--- src/hdl/mtep_pkg.sv ---
// ----------------------------------------------------------------------------
// mtep_pkg
// Shared types and codes for the MIDI track event parser: parse phases,
// event kinds, the parser state word and the result word.
// ----------------------------------------------------------------------------
`default_nettype none

package mtep_pkg;

  // Longest variable-length quantity, in bytes (delta time or payload length)
  localparam int unsigned MAX_VLQ_BYTES = 4;
  localparam logic [2:0]  VLQ_LIMIT     = 3'(MAX_VLQ_BYTES);

  // Parse phases
  localparam logic [3:0] PH_DELTA     = 4'd0;
  localparam logic [3:0] PH_STATUS    = 4'd1;
  localparam logic [3:0] PH_DATA1     = 4'd2;
  localparam logic [3:0] PH_DATA2     = 4'd3;
  localparam logic [3:0] PH_META_TYPE = 4'd4;
  localparam logic [3:0] PH_META_LEN  = 4'd5;
  localparam logic [3:0] PH_META_DATA = 4'd6;
  localparam logic [3:0] PH_SYX_LEN   = 4'd7;
  localparam logic [3:0] PH_SYX_DATA  = 4'd8;
  localparam logic [3:0] PH_DISCARD   = 4'd9;

  // Event kinds
  localparam logic [3:0] KIND_TEMPO     = 4'd7;
  localparam logic [3:0] KIND_TIMESIG   = 4'd8;
  localparam logic [3:0] KIND_END       = 4'd9;
  localparam logic [3:0] KIND_META      = 4'd10;
  localparam logic [3:0] KIND_SYSEX     = 4'd11;
  localparam logic [3:0] KIND_MALFORMED = 4'd12;

  // Status and meta codes
  localparam logic [7:0] STATUS_SYSEX   = 8'hF0;
  localparam logic [7:0] STATUS_ESCAPE  = 8'hF7;
  localparam logic [7:0] STATUS_META    = 8'hFF;
  localparam logic [7:0] META_TEMPO     = 8'h51;
  localparam logic [7:0] META_END       = 8'h2F;
  localparam logic [7:0] META_TIMESIG   = 8'h58;

  typedef struct packed {
    logic [3:0]  phase;
    logic [7:0]  running_status;
    logic [27:0] delta_accum;
    logic [2:0]  byte_count;
    logic [31:0] tick_total;
    logic [7:0]  held_first;
    logic [7:0]  held_second;
    logic [7:0]  meta_code;
    logic [27:0] payload_left;
    logic [23:0] tempo_accum;
  } state_t;

  localparam state_t STATE_RESET = '{
    phase:          PH_DELTA,
    running_status: 8'd0,
    delta_accum:    28'd0,
    byte_count:     3'd0,
    tick_total:     32'd0,
    held_first:     8'd0,
    held_second:    8'd0,
    meta_code:      8'd0,
    payload_left:   28'd0,
    tempo_accum:    24'd0
  };

  typedef struct packed {
    logic [3:0]  event_kind;
    logic [3:0]  channel_number;
    logic [7:0]  first_data;
    logic [7:0]  second_data;
    logic [27:0] delta_ticks;
    logic [31:0] total_ticks;
    logic [23:0] tempo_us;
    logic        format_error;
  } result_t;

endpackage

`default_nettype wire

--- src/hdl/mtep_step.sv ---
// ----------------------------------------------------------------------------
// mtep_step
// Next-state and result logic for one byte of the track chunk body.
// ----------------------------------------------------------------------------
`default_nettype none

module mtep_step import mtep_pkg::*; (
  input  state_t     state_i,
  input  logic [7:0] data_byte_i,
  input  logic       last_byte_i,
  output state_t     state_o,
  output logic       emit_o,
  output result_t    result_o
);

  state_t      nx;
  result_t     res;
  logic        emit;
  logic        put_meta;
  logic        put_chan;
  logic [2:0]  cnt_inc;
  logic [27:0] acc_base;
  logic [27:0] len_next;

  always_comb begin
    nx       = state_i;
    res      = '0;
    emit     = 1'b0;
    put_meta = 1'b0;
    put_chan = 1'b0;
    cnt_inc  = 3'(state_i.byte_count + 3'd1);
    acc_base = (state_i.byte_count == 3'd0) ? 28'd0 : state_i.delta_accum;
    len_next = {state_i.payload_left[20:0], data_byte_i[6:0]};

    case (state_i.phase)
      // variable-length delta time
      PH_DELTA: begin
        nx.delta_accum = {acc_base[20:0], data_byte_i[6:0]};
        nx.byte_count  = cnt_inc;
        if (!data_byte_i[7]) begin
          nx.tick_total = state_i.tick_total + 32'(nx.delta_accum);
          nx.byte_count = 3'd0;
          nx.phase      = PH_STATUS;
        end else if (cnt_inc >= VLQ_LIMIT) begin
          emit                 = 1'b1;
          res.event_kind       = KIND_MALFORMED;
          res.format_error     = 1'b1;
          nx.byte_count        = 3'd0;
          nx.phase             = PH_DISCARD;
        end
      end
      // status byte, or first data byte under running status
      PH_STATUS: begin
        if (!data_byte_i[7]) begin
          if (state_i.running_status == 8'd0) begin
            emit           = 1'b1;
            res.event_kind = KIND_MALFORMED;
            nx.phase       = PH_DELTA;
          end else begin
            nx.held_first = {1'b0, data_byte_i[6:0]};
            if (state_i.running_status[7:5] == 3'b110) begin
              put_chan = 1'b1;
              nx.phase = PH_DELTA;
            end else begin
              nx.phase = PH_DATA2;
            end
          end
        end else if (data_byte_i < STATUS_SYSEX) begin
          nx.running_status = data_byte_i;
          nx.phase          = PH_DATA1;
        end else if (data_byte_i == STATUS_META) begin
          nx.running_status = 8'd0;
          nx.phase          = PH_META_TYPE;
        end else if (data_byte_i == STATUS_SYSEX || data_byte_i == STATUS_ESCAPE) begin
          nx.running_status = 8'd0;
          nx.payload_left   = 28'd0;
          nx.byte_count     = 3'd0;
          nx.phase          = PH_SYX_LEN;
        end else begin
          emit           = 1'b1;
          res.event_kind = KIND_MALFORMED;
          nx.phase       = PH_DELTA;
        end
      end
      PH_DATA1: begin
        nx.held_first = {1'b0, data_byte_i[6:0]};
        if (state_i.running_status[7:5] == 3'b110) begin
          put_chan = 1'b1;
          nx.phase = PH_DELTA;
        end else begin
          nx.phase = PH_DATA2;
        end
      end
      PH_DATA2: begin
        put_chan        = 1'b1;
        res.second_data = {1'b0, data_byte_i[6:0]};
        nx.phase        = PH_DELTA;
      end
      PH_META_TYPE: begin
        nx.meta_code    = data_byte_i;
        nx.payload_left = 28'd0;
        nx.byte_count   = 3'd0;
        nx.phase        = PH_META_LEN;
      end
      // payload length of a meta or sysex event
      PH_META_LEN, PH_SYX_LEN: begin
        nx.payload_left = len_next;
        nx.byte_count   = cnt_inc;
        if (!data_byte_i[7]) begin
          nx.byte_count  = 3'd0;
          nx.held_first  = 8'd0;
          nx.held_second = 8'd0;
          nx.tempo_accum = 24'd0;
          if (len_next == 28'd0) begin
            if (state_i.phase == PH_META_LEN) begin
              put_meta = 1'b1;
            end else begin
              emit           = 1'b1;
              res.event_kind = KIND_SYSEX;
            end
            nx.phase = PH_DELTA;
          end else begin
            nx.phase = (state_i.phase == PH_META_LEN) ? PH_META_DATA : PH_SYX_DATA;
          end
        end else if (cnt_inc >= VLQ_LIMIT) begin
          emit             = 1'b1;
          res.event_kind   = KIND_MALFORMED;
          res.format_error = 1'b1;
          nx.byte_count    = 3'd0;
          nx.phase         = PH_DISCARD;
        end
      end
      // meta payload: keep the first bytes, skip the rest
      PH_META_DATA: begin
        if (state_i.byte_count == 3'd0) begin
          nx.held_first = data_byte_i;
        end else if (state_i.byte_count == 3'd1) begin
          nx.held_second = data_byte_i;
        end
        if (state_i.byte_count < 3'd3) begin
          nx.tempo_accum = {state_i.tempo_accum[15:0], data_byte_i};
          nx.byte_count  = cnt_inc;
        end
        nx.payload_left = state_i.payload_left - 28'd1;
        if (nx.payload_left == 28'd0) begin
          put_meta      = 1'b1;
          nx.byte_count = 3'd0;
          nx.phase      = PH_DELTA;
        end
      end
      PH_SYX_DATA: begin
        nx.payload_left = state_i.payload_left - 28'd1;
        if (nx.payload_left == 28'd0) begin
          emit           = 1'b1;
          res.event_kind = KIND_SYSEX;
          nx.phase       = PH_DELTA;
        end
      end
      PH_DISCARD: begin
      end
      default: begin
        nx.phase = PH_DELTA;
      end
    endcase

    // channel message result
    if (put_chan) begin
      emit               = 1'b1;
      res.event_kind     = 4'(nx.running_status[7:4] - 4'd8);
      res.channel_number = nx.running_status[3:0];
      res.first_data     = nx.held_first;
    end

    // meta event result
    if (put_meta) begin
      emit = 1'b1;
      if (nx.meta_code == META_TEMPO) begin
        res.event_kind = KIND_TEMPO;
        res.tempo_us   = nx.tempo_accum;
      end else if (nx.meta_code == META_TIMESIG) begin
        res.event_kind  = KIND_TIMESIG;
        res.first_data  = nx.held_first;
        res.second_data = nx.held_second;
      end else if (nx.meta_code == META_END) begin
        res.event_kind = KIND_END;
      end else begin
        res.event_kind = KIND_META;
      end
    end

    // chunk end: flag an event left unfinished, then back to idle
    if (last_byte_i) begin
      if (!emit && nx.phase != PH_DISCARD &&
          (nx.phase != PH_DELTA || nx.byte_count != 3'd0)) begin
        emit             = 1'b1;
        res              = '0;
        res.event_kind   = KIND_MALFORMED;
        res.format_error = 1'b1;
      end
    end

    res.delta_ticks = nx.delta_accum;
    res.total_ticks = nx.tick_total;

    if (last_byte_i) begin
      nx = STATE_RESET;
    end
  end

  assign state_o  = nx;
  assign emit_o   = emit;
  assign result_o = res;

endmodule

`default_nettype wire

--- src/hdl/mtep_out_stage.sv ---
// ----------------------------------------------------------------------------
// mtep_out_stage
// Result register: holds one event word until the receiver takes it.
// ----------------------------------------------------------------------------
`default_nettype none

module mtep_out_stage import mtep_pkg::*; (
  input  logic    clk_i,
  input  logic    rst_ni,
  input  logic    load_i,
  input  logic    emit_i,
  input  result_t result_i,
  input  logic    out_ready_i,
  output logic    out_valid_o,
  output result_t result_o
);

  logic    vld_q, vld_d;
  result_t res_q;

  // valid: new word on load, cleared once taken
  always_comb begin
    vld_d = vld_q;
    if (load_i) begin
      vld_d = emit_i;
    end else if (out_ready_i) begin
      vld_d = 1'b0;
    end
  end

  always_ff @(posedge clk_i or negedge rst_ni) begin
    if (!rst_ni) begin
      vld_q <= 1'b0;
    end else begin
      vld_q <= vld_d;
    end
  end

  // payload
  always_ff @(posedge clk_i) begin
    if (load_i && emit_i) begin
      res_q <= result_i;
    end
  end

  assign out_valid_o = vld_q;
  assign result_o    = res_q;

endmodule

`default_nettype wire

--- src/hdl/midi_track_event_parser.sv ---
// ----------------------------------------------------------------------------
// midi_track_event_parser
// Byte-serial parser for the body of one standard MIDI file track chunk.
// ----------------------------------------------------------------------------
// Usage:
//   Input channel (in_valid_i/in_ready_o) takes one chunk byte per word with
//   last_byte_i marking the final byte of the chunk. Output channel
//   (out_valid_o/out_ready_i) gives one word per finished event, malformed
//   events included; many bytes give no word at all.
//   An accepted byte is held in the input register; its event word is
//   loaded into the result register as the byte moves on, and offered there.
//   Throughput is one byte per cycle while the receiver keeps up; the parse
//   state update is a single pass of logic between the input and result
//   registers.
//   If the result register holds a word that is not taken, the input register
//   holds its byte and in_ready_o drops until the result moves on.
//   Reset empties both registers and returns the parser to awaiting a delta
//   time with no running status and a zero tick total; the byte marked last
//   does the same to the parse state.
// ----------------------------------------------------------------------------
`default_nettype none

module midi_track_event_parser import mtep_pkg::*; (
  input  logic        clk_i,
  input  logic        rst_ni,
  input  logic        in_valid_i,
  output logic        in_ready_o,
  input  logic [7:0]  data_byte_i,
  input  logic        last_byte_i,
  output logic        out_valid_o,
  input  logic        out_ready_i,
  output logic [3:0]  event_kind_o,
  output logic [3:0]  channel_number_o,
  output logic [7:0]  first_data_o,
  output logic [7:0]  second_data_o,
  output logic [27:0] delta_ticks_o,
  output logic [31:0] total_ticks_o,
  output logic [23:0] tempo_us_o,
  output logic        format_error_o
);

  logic       in_vld_q;
  logic [7:0] byte_q;
  logic       last_q;
  logic       adv;
  state_t     state_q, state_d;
  logic       emit;
  result_t    step_res;
  result_t    out_res;

  // byte moves on when the result register is free or being emptied
  assign adv        = in_vld_q && (!out_valid_o || out_ready_i);
  assign in_ready_o = !in_vld_q || adv;

  // input register
  always_ff @(posedge clk_i or negedge rst_ni) begin
    if (!rst_ni) begin
      in_vld_q <= 1'b0;
    end else if (in_ready_o) begin
      in_vld_q <= in_valid_i;
    end
  end

  always_ff @(posedge clk_i) begin
    if (in_valid_i && in_ready_o) begin
      byte_q <= data_byte_i;
      last_q <= last_byte_i;
    end
  end

  // parse state
  always_ff @(posedge clk_i or negedge rst_ni) begin
    if (!rst_ni) begin
      state_q <= STATE_RESET;
    end else if (adv) begin
      state_q <= state_d;
    end
  end

  mtep_step u_step (
    .state_i     (state_q),
    .data_byte_i (byte_q),
    .last_byte_i (last_q),
    .state_o     (state_d),
    .emit_o      (emit),
    .result_o    (step_res)
  );

  mtep_out_stage u_out (
    .clk_i       (clk_i),
    .rst_ni      (rst_ni),
    .load_i      (adv),
    .emit_i      (emit),
    .result_i    (step_res),
    .out_ready_i (out_ready_i),
    .out_valid_o (out_valid_o),
    .result_o    (out_res)
  );

  assign event_kind_o     = out_res.event_kind;
  assign channel_number_o = out_res.channel_number;
  assign first_data_o     = out_res.first_data;
  assign second_data_o    = out_res.second_data;
  assign delta_ticks_o    = out_res.delta_ticks;
  assign total_ticks_o    = out_res.total_ticks;
  assign tempo_us_o       = out_res.tempo_us;
  assign format_error_o   = out_res.format_error;

  // a processed last byte leaves the parser idle
  a_chunk_end_idle: assert property (@(posedge clk_i) disable iff (!rst_ni)
    adv && last_q |=> state_q.phase == PH_DELTA && state_q.tick_total == 32'd0 &&
                      state_q.running_status == 8'd0 && state_q.byte_count == 3'd0)
    else $error("parser not idle after chunk end");

  // a flagged format error only comes with a malformed event
  a_error_kind: assert property (@(posedge clk_i) disable iff (!rst_ni)
    out_valid_o && format_error_o |-> event_kind_o == KIND_MALFORMED)
    else $error("format error on a well-formed event");

  // a stalled byte in the input register is not lost
  a_input_hold: assert property (@(posedge clk_i) disable iff (!rst_ni)
    in_vld_q && !adv |=> in_vld_q && $stable(byte_q) && $stable(last_q))
    else $error("stalled input byte dropped");

  // the byte count stays cleared while the rest of the chunk is discarded
  a_discard_count: assert property (@(posedge clk_i) disable iff (!rst_ni)
    state_q.phase == PH_DISCARD |-> state_q.byte_count == 3'd0)
    else $error("byte count not cleared in discard");

endmodule

`default_nettype wire

--- config.mk ---
export PLATFORM = sky130hd
export DESIGN_NAME = midi_track_event_parser
export DESIGN_NICKNAME = d
export VERILOG_FILES = /design/src/hdl/mtep_pkg.sv /design/src/hdl/mtep_step.sv /design/src/hdl/mtep_out_stage.sv /design/src/hdl/midi_track_event_parser.sv
export SDC_FILE = /design/constraint.sdc
export NUM_CORES = 1
export LEC_CHECK = 0
export ABC_AREA = 0
export ABC_CLOCK_PERIOD_IN_PS = 13400
export BUFFER_PORTS_ARGS = -buffer_cell sky130_fd_sc_hd__buf_2
export CAP_MARGIN = 20
export CELL_PAD_IN_SITES_DETAIL_PLACEMENT = 2
export CELL_PAD_IN_SITES_GLOBAL_PLACEMENT = 2
export CORE_ASPECT_RATIO = 0.8
export CORE_UTILIZATION = 42
export DETAILED_ROUTE_END_ITERATION = 6
export GPL_ROUTABILITY_DRIVEN = 1
export PLACE_DENSITY_LB_ADDON = 0.1
export SLEW_MARGIN = 15
export SYNTH_ARGS = -nofsm -noshare
export SYNTH_HDL_FRONTEND = slang
export SYNTH_SLANG_ARGS = --single-unit
--- constraint.sdc ---
create_clock -name clk_i -period 13.4 [get_ports clk_i]
set_input_delay 2.68 -clock clk_i [delete_from_list [all_inputs] [get_ports clk_i]]
set_output_delay 2.68 -clock clk_i [all_outputs]
set_load 0.02 [all_outputs]
# After elaboration in Yosys (flattened, before gate mapping)
# Index checks and enable logic that the tools add are counted.
totals:
  ff_bits: 271
  input_bits: 13
  output_inout_bits: 111
  word_cells: 175
classes:
  addsub: 4
  n_lt_le_gt_ge: 3
  n_eq_ne: 22
  muxes: 99
  reduce_logical: 25
ops:
  columns: ["cell", "n"]
  rows:
  - ["$mux W109", 2]
  - ["$mux W151", 1]
  - ["$mux W28", 5]
  - ["$pmux W28 S4", 1]
  - ["$mux W24", 4]
  - ["$mux W4", 22]
  - ["$mux W16", 5]
  - ["$mux W8", 9]
  - ["$mux W32", 2]
  - ["$logic_not A28 Y1", 2]
  - ["$pmux W24 S2", 1]
  - ["$add A32 B28 Y32", 1]
  - ["$pmux W8 S4", 1]
  - ["$pmux W4 S7", 1]
  - ["$sub A28 B1 Y28 const B", 1]
  - ["$mux W3", 9]
  - ["$eq A8 B8 Y1 const B", 3]
  - ["$mux W1", 24]
  - ["$mux W21", 1]
  - ["$eq A4 B3 Y1 const B", 4]
  - ["$eq A8 B7 Y1 const B", 2]
  - ["$pmux W4 S4", 1]
  - ["$pmux W8 S2", 1]
  - ["$mux W12", 1]
  - ["other kinds (34)", 49]

# Logic depth before layout (Yosys ltp)
depth:
  ltp_word: 15
  ltp_mapped: 16
  mapped_depth_nobuf: 14

# Modules after synthesis
# A second synthesis with hierarchy kept.
hier_totals:
  hier_cells: 1539
  hier_area_um2: 15735.1
by_module_without_submodules:
  columns: ["module", "n_inst", "cells_each", "area_per_inst_um2", "seq_area_each_um2"]
  rows:
  - ["midi_track_event_parser", 1, 334, 6251.0, 4073.9]
  - ["mtep_step", 1, 1092, 6165.9, 0.0]
  - ["mtep_out_stage", 1, 113, 3318.2, 3298.2]

# Worst setup path before layout
# Ideal clock, no wire load.
synth_timing:
  path_type: "input to register"
  from: "in out_ready_i"
  to: "reg u_out.res_q (netlist bit u_out.result_o[0]) (enable)"
  setup_time_ns: 0.578
  arrival_ns: 7.889
  required_ns: 12.822
  slack_ns: 4.933
  stages: 5
  path_buffers: 2
  cell_sequence: "nor2b_1 nand2b_1 clkbuf_1 clkbuf_1 nor2_1"
synth_via:
  elab_chain_cells: 3
synth_rtl:
  columns: ["item", "line", "text"]
  rows:
  - ["from (decl)", "midi_track_event_parser.sv:31", "input logic out_ready_i,"]
  - ["$logic_or A1 B1 Y1", "midi_track_event_parser.sv:52", "assign adv = in_vld_q && (!out_valid_o || out_ready_i);"]
  - ["$logic_and A1 B1 Y1", "midi_track_event_parser.sv:52", null]
  - ["$logic_and A1 B1 Y1", "mtep_out_stage.sv:41", "if (load_i && emit_i) begin"]
  - ["to (signal assigned)", "mtep_out_stage.sv:42", "res_q <= result_i;"]
  - ["to (decl)", "mtep_out_stage.sv:19", "result_t res_q;"]
# Every way passes these cells.
# A chain may end at the register's enable or synchronous reset.

# Final worst setup path
layout_timing:
  from: "in out_ready_i"
  to: "out in_ready_o"
layout_via:
  elab_chain_cells: 3
layout_rtl:
  columns: ["item", "line", "text"]
  rows:
  - ["$logic_or A1 B1 Y1", "midi_track_event_parser.sv:52", null]
  - ["$logic_and A1 B1 Y1", "midi_track_event_parser.sv:52", null]
  - ["$logic_or A1 B1 Y1", "midi_track_event_parser.sv:53", "assign in_ready_o = !in_vld_q || adv;"]
  - ["to (decl)", "midi_track_event_parser.sv:27", "output logic in_ready_o,"]
# Every way passes these cells.

==> flow_summary.toml <==
[clocking]
cts_tree = "done"
htree_levels = 1
cts_resized = 0
clock_latency_ns = 0.57
clk_pin_slew_ns = 0.06
cts.sinks = 271
clock_path_buffers = 3
cts_buffers = 29
ctsHoldBuffers = 0
cts_root_buf = "clkbuf_16"
post_cts_buffers = 0

[yosys]
syn_nets = 1496
synth_area_um2 = 14560
synth_top_area_cell = "dfrtp_1"
netlist-cell-type-count = 78
syn_avg_cell_area_um2 = 10.05
synthTopCellsByArea = "dfrtp_1 26%, edfxtp_1 24%, o21ai_0 5.3%"
synth-edff-count = 118
ys_top_cells_by_count = "198 x nand2_1, 153 x dfrtp_1, 153 x o21ai_0"
synthCells = 1449
synth_top_area_share_pct = 26.30
synth-seq-area-share_pct = 50.63
yosys_most_used_dff = "dfrtp_1"
ys_seq_elements = 271
yosys_warnings = 0
yosysMostFrequentCell = "nand2_1"
ys_async_sr_fraction_pct = 56.46

[route]
post_drt_via_cell_ratio = 6.116
final_antenna_net_count = 0
drt_iter0_markers = 699
wl_per_cell_um = 24.24
wirelength_mm = 48.85
dr_total_vias = 12320
drtPass1Iterations = 5
drc = 0

[cells_and_area]
drive_gt1_share_pct = 16.47
seqCellArea_um2 = 7372
area_delta_synth_final_pct = 13.36
final_cells = 2015
fin_area_um2 = 16510
fillers = 3531
multi_input_area_um2 = 6721
fin_nets = 1572

[floorplanning]
pin_count = 124
initial_core_util_pct = 43.00
core_um2 = 33860
die_h_um = 168.5
dieArea_um2 = 35420
die_w_um = 210.2
rows = 60

[setup_path]
endpoint_kind = "output port"
reg2reg_slack_ns = 8.10
required_ns = 10.72
rr_endpoint = "u_out.result_o[103]"
start_kind = "input pin"
crit_path_start = "out_ready_i"
cp-endpoint = "in_ready_o"
critical_path_arrival_ns = 3.32
rr_startpoint = "state_q[24]"
cp_max_fo = 4
crit_type = "in2out"
reg2regPathDepth = 12

[global_route]
busiest_layer = "met2"
grtUsageMet3_pct = 4.156
gr-total-overflow = 0
grt_max_degree = 98
grt_use_met1_pct = 36.94
grtUsageTotal_pct = 27.66
grt.met2_usage_pct = 46.29
grt_pass1_wl_mm = 77.16
grt_pass1_vias = 13230
antenna_found_initial = 1

[power]
vdd_drop_max_mv = 0.1018
cell_internal_pwr_mw = 1.844
p_per_area_nw_per_um2 = 182.4
switchingPower_mw = 1.167
pwr-share-seq_pct = 40.3
swShare_pct = 38.74
p_total_mw = 3.011
power.leakage_nw = 6.701
comb_power_share_pct = 33.4
power_frac_clock_pct = 26.3

[sta]
min_period_ns = 5.996
rsz0062_at_grt = "false"
max_freq_mhz = 166.8
finalSetupTns_ns = 0
period_share_pct = 44.74
slew_headroom_pct = 23.23
setup_viol = 0
worst_hold_slack_ns = 0.5076
worstMarginPinSlew_ns = 1.147
drv_slew = 0
fin_worst_skew_ns = 0.01245
hold_violations = 0

[place]
hpwl_mm = 32.21
placed_area_um2 = 15530
portBuffers = 123
place_congestion = 0.8590
post-place-cells = 1957

[run_status]
status = "finished, final reports clean"

[worst_hold_path]
hold_path.class = "reg2reg"

[flow_run]
cap_violations = 0
[final cells by class]
class,count,share of cell area (%)
Inverter,23,0.5230
Sequential cell,271,44.66
Tap cell,465,3.525
Timing Repair Buffer,145,4.965
Antenna cell,2,0.03032
Clock buffer,41,4.973
Multi-Input combinational cell,1055,40.72
Clock inverter,13,0.5988
[per-layer routing]
layer	routed length [µm]	share of wire, %
met1	21710	44
met2	23670	48
met3	1936	4.0
met4	1529	3.1
met5	0	0
[registers in the layout, summed over array words and instances, names as in the netlist]
register	cells
byte_q	8
in_vld_q	1
last_q	1
state_q	151
u_out.out_valid_o	1
u_out.result_o	109
[metrics by stage]
step | utilization [%] | setup slack [ns]
finish | 48.75 | 7.404
global route | 48.74 | 7.347
CTS | 48.60 | 7.393
detailed placement | 45.88 | 7.381
global placement | 45.88 | 7.445
floorplan | - | 4.933
[logic make-up after synthesis]
group,share of synthesized area (%)
adder cells (fa/ha/maj),2.973
XOR/XNOR,2.647
multiplexers,1.830
flip-flops,50.63
buffers and inverters,3.515
AO/OA/AOI/OAI,22.37
AND/OR/NAND/NOR,16.04
[how the worst min path moves through the flow]
stage | startpoint | slack [ns] | end | cells past startpoint
4_1_cts | state_q[137] | 0.51 | state_q[137] | 1
6_report | state_q[137] | 0.51 | state_q[137] | 1
5_1_grt | state_q[66] | 0.52 | state_q[66] | 1
3_5_place_dp | state_q[137] | 0.49 | state_q[137] | 1
2_1_floorplan | state_q[60] | 0.47 | state_q[60] | 1
3_3_place_gp | state_q[133] | 0.48 | state_q[133] | 1
[critical path, stage by stage]
cell and delay, ns:
buf_2 0.10, nor2b_1 0.22, nand2_1 0.14, buf_2 0.18
[cells in the final DEF (no fill, tap or decap), types with 25 or more instances in the layout]
| cell type | n |
|---|---|
| a21oi_1 | 49 |
| a22o_1 | 69 |
| a22oi_1 | 101 |
| and2_1 | 25 |
| buf_2 | 122 |
| clkbuf_16 | 29 |
| dfrtp_1 | 153 |
| edfxtp_1 | 118 |
| ha_1 | 33 |
| nand2_1 | 198 |
| nor2_1 | 89 |
| nor3_1 | 25 |
| o21ai_0 | 152 |
| xnor2_1 | 26 |
[power by group through the flow]
stage,clock [mW],sequential (mW),combinational [mW]
finish,0.793,1.21,1.00
detailed placement,0,1.22,0.991
CTS,0.810,1.21,1.01
global placement,0,1.21,0.949
floorplan,0,1.32,0.544
global route,0.839,1.23,1.09
(Power assumes the default switching activity.)
